--- config.mk ---
export PLATFORM = sky130hd
export DESIGN_NAME = multichannel_pid_step_core
export DESIGN_NICKNAME = d
export VERILOG_FILES = /design/src/rtl/core/mpid_pkg.sv /design/src/rtl/core/mpid_ram.sv /design/src/rtl/core/multichannel_pid_step_core.sv
export VERILOG_INCLUDE_DIRS = /design/src /design/src/rtl/core
export SDC_FILE = /design/constraint.sdc
export NUM_CORES = 2
export LEC_CHECK = 0
export BUFFER_PORTS_ARGS = -buffer_cell sky130_fd_sc_hd__buf_2
export CORE_MARGIN = 2
export CORE_UTILIZATION = 40
export DETAILED_ROUTE_END_ITERATION = 10
export MAX_ROUTING_LAYER = met4
export PLACE_DENSITY = 0.58
export SKIP_CTS_REPAIR_TIMING = 1
export SYNTH_ARGS = -nofsm -noshare
export SYNTH_HDL_FRONTEND = slang
export SYNTH_SLANG_ARGS = --single-unit
--- constraint.sdc ---
create_clock -name clk -period 12.9 [get_ports clk]
set_clock_uncertainty 0.2 [all_clocks]
set_input_delay 1.935 -clock clk [delete_from_list [all_inputs] [get_ports clk]]
set_output_delay 1.935 -clock clk [all_outputs]
set_load 0.05 [all_outputs]
--- src/rtl/core/multichannel_pid_step_core_macros.svh ---
// Assertion macros shared by the PID step core.
`ifndef MULTICHANNEL_PID_STEP_CORE_MACROS_SVH
`define MULTICHANNEL_PID_STEP_CORE_MACROS_SVH

// Same-cycle implication, checked on clk, muted while arst_n is low.
`define MPID_ASSERT_NOW(label, ante, cons) \
	label: assert property (@(posedge clk) disable iff (!arst_n) (ante) |-> (cons)) \
		else $error("pid core: same-cycle check failed");

// Next-cycle implication, checked on clk, muted while arst_n is low.
`define MPID_ASSERT_NEXT(label, ante, cons) \
	label: assert property (@(posedge clk) disable iff (!arst_n) (ante) |=> (cons)) \
		else $error("pid core: next-cycle check failed");

`endif

--- src/rtl/core/mpid_pkg.sv ---
// Constants, types and saturation helper for the multichannel PID step core.
`default_nettype none
package mpid_pkg;
	localparam int CHANNELS  = 8;
	localparam int FRAC_BITS = 16;
	localparam int CH_W      = 3;
	localparam int CH_AW     = (CHANNELS > 1) ? $clog2(CHANNELS) : 1;
	localparam int DATA_W    = 32;
	localparam int REG_W     = 31;
	localparam int OPA_W     = DATA_W + 1;
	localparam int PROD_W    = OPA_W + DATA_W;
	localparam int ACC_W     = 64;

	localparam logic [REG_W-1:0] TIME_STEP_RST     = 31'd6554;
	localparam logic [REG_W-1:0] INV_TIME_STEP_RST = 31'd655360;

	// Configuration register indexes
	localparam logic REG_TIME_STEP     = 1'b0;
	localparam logic REG_INV_TIME_STEP = 1'b1;

	localparam logic signed [ACC_W-1:0] SAT_MAX = 64'sd2147483647;
	localparam logic signed [ACC_W-1:0] SAT_MIN = -64'sd2147483648;

	typedef struct packed {
		logic                     hit;
		logic signed [DATA_W-1:0] val;
	} clip_t;

	// Clip a wide signed value to 32 bits; hit marks clipping.
	function automatic clip_t clip32(input logic signed [ACC_W-1:0] v);
		clip_t r;
		r.hit = 1'b0;
		r.val = $signed(v[DATA_W-1:0]);
		if (v > SAT_MAX) begin
			r.hit = 1'b1;
			r.val = $signed(SAT_MAX[DATA_W-1:0]);
		end else if (v < SAT_MIN) begin
			r.hit = 1'b1;
			r.val = $signed(SAT_MIN[DATA_W-1:0]);
		end
		return r;
	endfunction
endpackage
`default_nettype wire

--- src/rtl/core/mpid_ram.sv ---
// Generic single-write, single-read RAM with registered read data.
`default_nettype none
module mpid_ram #(
	parameter int WIDTH = 32,
	parameter int DEPTH = 8
) (
	input  wire logic                                          clk,
	input  wire logic                                          wr_en,
	input  wire logic [((DEPTH > 1) ? $clog2(DEPTH) : 1)-1:0]  wr_addr,
	input  wire logic [WIDTH-1:0]                              wr_data,
	input  wire logic                                          rd_en,
	input  wire logic [((DEPTH > 1) ? $clog2(DEPTH) : 1)-1:0]  rd_addr,
	output      logic [WIDTH-1:0]                              rd_data
);
	logic [WIDTH-1:0] mem_q [DEPTH];

	always_ff @(posedge clk) begin
		if (wr_en) begin
			mem_q[wr_addr] <= wr_data;
		end
		if (rd_en) begin
			rd_data <= mem_q[rd_addr];
		end
	end
endmodule
`default_nettype wire

--- src/rtl/core/multichannel_pid_step_core.sv ---
// Multichannel PID step: an accepted beat passes through MUL_I, MUL_D, MUL_P, MUL_KI, MUL_KD and DONE to out_valid.
// One item at a time, with one shared 33x32 multiplier used 5 times per item.
// The next item is taken while a finished result still waits in the output register.
// Reset: config registers return to defaults, per-channel valid bits clear so both
// stores read as zero; no clearing pass, the block is ready right after reset.
`default_nettype none
`include "multichannel_pid_step_core_macros.svh"
module multichannel_pid_step_core
	import mpid_pkg::*;
(
	input  wire  logic                     clk,
	input  wire  logic                     arst_n,
	// configuration write port
	input  wire  logic                     cfg_we,
	input  wire  logic                     cfg_index,
	input  wire  logic [REG_W-1:0]         cfg_data,
	// input channel
	input  wire  logic                     in_valid,
	output       logic                     in_stall,
	input  wire  logic [CH_W-1:0]          channel,
	input  wire  logic signed [DATA_W-1:0] target,
	input  wire  logic signed [DATA_W-1:0] measured,
	input  wire  logic signed [DATA_W-1:0] gain_p,
	input  wire  logic signed [DATA_W-1:0] gain_i,
	input  wire  logic signed [DATA_W-1:0] gain_d,
	// output channel
	output       logic                     out_valid,
	input  wire  logic                     out_stall,
	output       logic [CH_W-1:0]          out_channel,
	output       logic signed [DATA_W-1:0] drive,
	output       logic                     saturated
);
	// Sequencer codes. Each multiply state issues one multiply into prod_q; each
	// state after MUL_I consumes the product issued by the state before it.
	localparam logic [2:0] ST_IDLE   = 3'd0; // wait for a beat, read both stores
	localparam logic [2:0] ST_MUL_I  = 3'd1; // err * dt
	localparam logic [2:0] ST_MUL_D  = 3'd2; // finish integral, (err - last) * 1/dt
	localparam logic [2:0] ST_MUL_P  = 3'd3; // finish derivative, kp * err, write back
	localparam logic [2:0] ST_MUL_KI = 3'd4; // add P term, ki * integral
	localparam logic [2:0] ST_MUL_KD = 3'd5; // add I term, kd * derivative
	localparam logic [2:0] ST_DONE   = 3'd6; // add D term, clip, load output

	logic [2:0]               state_q;
	logic [REG_W-1:0]         ts_q;
	logic [REG_W-1:0]         its_q;
	logic [CHANNELS-1:0]      valid_q;

	logic [CH_W-1:0]          ch_q;
	logic                     in_range_q;
	logic                     vld_q;
	logic                     sat_q;
	logic signed [DATA_W-1:0] err_q;
	logic signed [DATA_W-1:0] kp_q;
	logic signed [DATA_W-1:0] ki_q;
	logic signed [DATA_W-1:0] kd_q;
	logic signed [DATA_W-1:0] integ_q;
	logic signed [DATA_W-1:0] deriv_q;
	logic signed [PROD_W-1:0] prod_q;
	logic signed [ACC_W-1:0]  acc_q;

	logic                     out_valid_q;
	logic [CH_W-1:0]          out_channel_q;
	logic signed [DATA_W-1:0] drive_q;
	logic                     saturated_q;

	logic                     in_accept;
	logic                     out_free;
	logic                     in_rng;
	logic [CH_AW-1:0]         rd_addr;
	logic [CH_AW-1:0]         wr_addr;
	logic                     wr_en;
	logic [DATA_W-1:0]        integ_rd;
	logic [DATA_W-1:0]        last_rd;
	logic signed [DATA_W-1:0] integ_old;
	logic signed [DATA_W-1:0] last_err;
	logic signed [OPA_W-1:0]  mul_a;
	logic signed [DATA_W-1:0] mul_b;
	logic signed [PROD_W-1:0] mul_p;
	logic signed [PROD_W-1:0] prod_sh;
	logic signed [ACC_W-1:0]  term;
	clip_t                    err_c;
	clip_t                    integ_c;
	clip_t                    deriv_c;
	clip_t                    drive_c;

	// One item in flight; the output register decouples the result side.
	assign in_stall  = (state_q != ST_IDLE);
	assign in_accept = in_valid && !in_stall;
	assign out_free  = !out_valid_q || !out_stall;

	assign in_rng  = (32'(channel) < CHANNELS);
	assign rd_addr = CH_AW'(channel);
	assign wr_addr = CH_AW'(ch_q);
	assign wr_en   = (state_q == ST_MUL_P) && in_range_q;

	// Per-channel stores: integral and previous error
	mpid_ram #(.WIDTH(DATA_W), .DEPTH(CHANNELS)) u_integ_ram (
		.clk     (clk),
		.wr_en   (wr_en),
		.wr_addr (wr_addr),
		.wr_data (integ_q),
		.rd_en   (in_accept),
		.rd_addr (rd_addr),
		.rd_data (integ_rd)
	);

	mpid_ram #(.WIDTH(DATA_W), .DEPTH(CHANNELS)) u_err_ram (
		.clk     (clk),
		.wr_en   (wr_en),
		.wr_addr (wr_addr),
		.wr_data (err_q),
		.rd_en   (in_accept),
		.rd_addr (rd_addr),
		.rd_data (last_rd)
	);

	// An entry never written since reset reads as zero.
	assign integ_old = vld_q ? $signed(integ_rd) : '0;
	assign last_err  = vld_q ? $signed(last_rd) : '0;

	// Error is formed straight from the input ports in the accept cycle.
	assign err_c = clip32(ACC_W'(target) - ACC_W'(measured));

	// Shared multiplier operand select
	always_comb begin
		case (state_q)
			ST_MUL_I: begin
				mul_a = OPA_W'(err_q);
				mul_b = $signed({1'b0, ts_q});
			end
			ST_MUL_D: begin
				mul_a = OPA_W'(err_q) - OPA_W'(last_err);
				mul_b = $signed({1'b0, its_q});
			end
			ST_MUL_P: begin
				mul_a = OPA_W'(err_q);
				mul_b = kp_q;
			end
			ST_MUL_KI: begin
				mul_a = OPA_W'(integ_q);
				mul_b = ki_q;
			end
			ST_MUL_KD: begin
				mul_a = OPA_W'(deriv_q);
				mul_b = kd_q;
			end
			default: begin
				mul_a = '0;
				mul_b = '0;
			end
		endcase
	end

	assign mul_p = mul_a * mul_b;

	// Floor shift of the previous product; the top bits are pure sign.
	assign prod_sh = prod_q >>> FRAC_BITS;
	assign term    = $signed(prod_sh[ACC_W-1:0]);

	assign integ_c = clip32(ACC_W'(integ_old) + term);
	assign deriv_c = clip32(term);
	assign drive_c = clip32(acc_q + term);

	// Configuration registers
	always_ff @(posedge clk or negedge arst_n) begin
		if (!arst_n) begin
			ts_q  <= TIME_STEP_RST;
			its_q <= INV_TIME_STEP_RST;
		end else if (cfg_we) begin
			case (cfg_index)
				REG_TIME_STEP:     ts_q  <= cfg_data;
				REG_INV_TIME_STEP: its_q <= cfg_data;
				default: ;
			endcase
		end
	end

	// Sequencer and per-channel valid bits
	always_ff @(posedge clk or negedge arst_n) begin
		if (!arst_n) begin
			state_q <= ST_IDLE;
			valid_q <= '0;
		end else begin
			if (wr_en) begin
				valid_q[wr_addr] <= 1'b1;
			end
			case (state_q)
				ST_IDLE:   if (in_accept) state_q <= ST_MUL_I;
				ST_MUL_I:  state_q <= ST_MUL_D;
				ST_MUL_D:  state_q <= ST_MUL_P;
				ST_MUL_P:  state_q <= ST_MUL_KI;
				ST_MUL_KI: state_q <= ST_MUL_KD;
				ST_MUL_KD: state_q <= ST_DONE;
				ST_DONE:   if (out_free) state_q <= ST_IDLE;
				default:   state_q <= ST_IDLE;
			endcase
		end
	end

	// Datapath registers
	always_ff @(posedge clk) begin
		if (in_accept) begin
			ch_q       <= channel;
			in_range_q <= in_rng;
			vld_q      <= in_rng && valid_q[rd_addr];
			err_q      <= err_c.val;
			sat_q      <= err_c.hit;
			kp_q       <= gain_p;
			ki_q       <= gain_i;
			kd_q       <= gain_d;
		end
		if (state_q != ST_IDLE && state_q != ST_DONE) begin
			prod_q <= mul_p;
		end
		case (state_q)
			ST_MUL_D: begin
				integ_q <= integ_c.val;
				sat_q   <= sat_q | integ_c.hit;
			end
			ST_MUL_P: begin
				deriv_q <= deriv_c.val;
				sat_q   <= sat_q | deriv_c.hit;
				acc_q   <= '0;
			end
			ST_MUL_KI, ST_MUL_KD: begin
				acc_q <= acc_q + term;
			end
			default: ;
		endcase
	end

	// Output register: load from DONE, drop once the beat is taken
	always_ff @(posedge clk or negedge arst_n) begin
		if (!arst_n) begin
			out_valid_q <= 1'b0;
		end else if (state_q == ST_DONE && out_free) begin
			out_valid_q <= 1'b1;
		end else if (!out_stall) begin
			out_valid_q <= 1'b0;
		end
	end

	always_ff @(posedge clk) begin
		if (state_q == ST_DONE && out_free) begin
			out_channel_q <= ch_q;
			if (in_range_q) begin
				drive_q     <= drive_c.val;
				saturated_q <= sat_q | drive_c.hit;
			end else begin
				drive_q     <= '0;
				saturated_q <= 1'b0;
			end
		end
	end

	assign out_valid   = out_valid_q;
	assign out_channel = out_channel_q;
	assign drive       = drive_q;
	assign saturated   = saturated_q;

	// A taken beat always starts the multiply sequence with the input side closed.
	`MPID_ASSERT_NEXT(a_accept_starts, in_accept, (state_q == ST_MUL_I) && in_stall)
	// A finished item waits in DONE while the output register is still stalled.
	`MPID_ASSERT_NEXT(a_done_holds, (state_q == ST_DONE) && out_valid && out_stall, state_q == ST_DONE)
	// New results come only out of the DONE state.
	`MPID_ASSERT_NOW(a_rise_from_done, $rose(out_valid), $past(state_q) == ST_DONE)
endmodule
`default_nettype wire
==> flow_summary.toml <==
[status]
status = "finished, final reports clean"

[worst_hold_path]
hold_path.class = "reg -> reg"
hp-start = "valid_q[7]"

[sta]
fin_crit_sh = 0.953
layout_min_cycle_time_ns = 12.30
relSlewSlack = 0.0765
max_clock_freq_mhz = 81.3
tns_ns = 0
worstMarginPinSlew_ns = 1.38
hold_violations = 0
setup_viol = 0
rsz0062_at_grt = "no"
slew_violations = 0

[synthesis]
synthAdderAreaFrac = 0.317
synthesis.area_sq_um = 84800
syn_inst = 7664
ys_ff_latch = 996
synth_fp_nets = 9340
ys_warn_count = 0
synthArstFlopShare = 0.0743
synth_mux_area_frac = 0.0627
postSynthAreaPerCell_sq_um = 11.1
seq_area_frac_synth = 0.348
yosys.cell_types.count = 96
synth_top_family_by_area = "adder cells"
yosysTopAreaCell = "edfxtp_1"
synth_top_flop_cell = "edfxtp_1"
synthXorXnorAreaFrac = 0.0199
synth_area_leaders = "edfxtp_1 (33%), fa_1 (26%), inv_1 (5.4%)"
synth_edf_count = 922
synth_compound_area_frac = 0.0710
synth.top_cell.area_share = 0.326
yosys.area_share.simple = 0.111

[setup_path]
cp-end-kind = "flip-flop"
cp_max_fo = 15
cpPeakStageDelay_ns = 0.63
crit_slowest_cell = "fa_1"
rr_worst_depth = 42
path_class = "reg -> reg"
cp.arrival_ns = 12.57
regToRegSetupSlack_ns = 0.60
r2r-start = "err_q[0]"
crit_required_ns = 13.18
cp-startpoint = "err_q[0]"
r2r-end = "prod_q[63]"
worstSetupStartpointType = "flip-flop"
cp_common_cell = "fa_1"
cp-endpoint = "prod_q[63]"

[clocking]
cts_tree = "done"
clkSinkCount = 996
clock_latency_ns = 0.75
clkSlewWorstSetupHoldPaths_ns = 0.06
clk_path_buf_depth = 3
cts_made_buffers = 107
h-tree-depth = 3
root_buffer = "clkbuf_16"

[global_routing]
grt_use_total = 0.257
grt_pass1_wl_mm = 400
antenna_found_initial = 4
grt-ovfl-total = 0
grt_pass1_vias = 61800
grt_max_degree = 82

[final_layout]
final_common_cell = "inv_1"
layout-drive-gt1-share = 0.121
area_growth_syn_to_layout_pct = 10.0
mostFrequentLayoutCells = "inv_1 (1224), fa_1 (1115), edfxtp_1 (922)"
fillers = 20000
nNetsFinal = 9518

[floorplan]
dieArea_sq_um = 216000
dieWidth_microns = 464
row_count = 169
die_h_microns = 464
initial_core_util = 0.401
num_io_pins = 238
core_sq_um = 211000

[detailed_routing]
vias = 59300
ant_nets = 0
drt-initial-drc-count = 5215
vias_per_cell = 5.51
drc = 0
finalWirelength_mm = 267
wl_per_cell_microns = 24.9
dr.pass1.iters = 8

[placed_design]
gp_congestion = 0.992
io_buffers = 237
hpwl_mm = 202

[run]
drv_cap = 0
[layout make-up]
cell class | instances | area, sq um | share of cell area
Multi-Input combinational cell | 5096 | 49600 | 0.531
Clock inverter | 66 | 679 | 0.00728
Inverter | 1231 | 4620 | 0.0495
Sequential cell | 996 | 29600 | 0.317
Timing Repair Buffer | 410 | 2550 | 0.0273
Clock buffer | 133 | 2810 | 0.0301
Tap cell | 2821 | 3530 | 0.0378
Antenna cell | 3 | 7.51 | 0.0000805
[worst min-delay path by stage]
stage	slack, ns	depth (start not counted)	endpoint
floorplan	0.23	1	valid_q[2]
global placement	0.25	1	valid_q[3]
detailed placement	0.25	1	valid_q[6]
CTS	0.27	1	valid_q[6]
global route	0.28	1	valid_q[7]
finish	0.26	1	valid_q[7]
[metal layers]
layer / track usage / vias up / wire [microns]
met4: 0.104 / 0 / 12700
met3: 0.0403 / 515 / 19700
met1: 0.334 / 30700 / 110000
met2: 0.402 / 2338 / 125000
li1: - / 25700 / -
met5: - / - / 0
[cell families (layout without fill, tap and decap cells)]
kind of cell / count (synthesis) / in the layout
mux: 352 / 352
simple gates: 2128 / 2128
other cells: 0 / 3
buf+inv: 1572 / 1840
compound gates: 941 / 941
flops: 996 / 996
xor+xnor: 193 / 193
fa+ha+maj: 1482 / 1482
[metrics by stage]
stage / utilization / hold WS (ns) / setup slack (ns) / cells / cell area, sq um
final: 0.441 / 0.264 / 0.601 / 10800 / 93300
after global routing: 0.441 / 0.282 / 0.0271 / 10800 / 93300
after CTS: 0.441 / 0.266 / 0.412 / 10800 / 93300
after detailed placement: 0.425 / 0.251 / 0.438 / 10600 / 89800
after global placement: 0.425 / 0.246 / 0.444 / 10600 / 89800
after floorplan: - / 0.234 / 1.96 / 7664 / 84800
[cells in the mapped netlist (20+ instances only)]
cell         n
o21ai_0    184
o21bai_1    42
nor2b_1     32
and3_1      29
o21ai_1     25
fa_1      1115
xor2_1      68
o21a_1      55
nor2_1     776
buf_1       26
dfrtp_1     65
or3_1       20
nand2_1    722
edfxtp_1   922
nor3_1     112
mux2_2     135
ha_1       361
clkbuf_1   297
and2_1     107
a21o_1     114
mux2i_1     87
or2_2       33
inv_1     1225
a211oi_1    22
nand4_1     71
nand3_1    104
nand2b_1    58
a21oi_1    272
xnor2_1    125
mux4_2     130
nor4_1      24
a31oi_1     42
[flip-flops by register name (all words and copies together), names as in the netlist]
signal and cells:
acc_q 64, ch_q 3, deriv_q 32, drive 32, err_q 32, integ_q 32, its_q 31, kd_q 32
ki_q 32, kp_q 32, out_channel 3, out_valid 1, prod_q 49, sat_q 1, saturated 1, state_q 3
ts_q 31, u_err_ram.mem_q 256, u_err_ram.rd_data 32, u_integ_ram.mem_q 256, u_integ_ram.rd_data 32, valid_q 8, vld_q 1
[critical path: cells and delay by family (launching register included)]
family / cells / cell delay, ns
and+or+nand+nor: 8 / 1.45
adders and majority gates: 11 / 5.01
AOI/OAI and AO/OA: 15 / 3.64
xor gates and xnor gates: 1 / 0.08
buffers and inverters: 7 / 1.11
DFF: 1 / 0.50
Power is not shown: default switching activity piles up to over one toggle a cycle in this logic, so the estimate is an artifact.
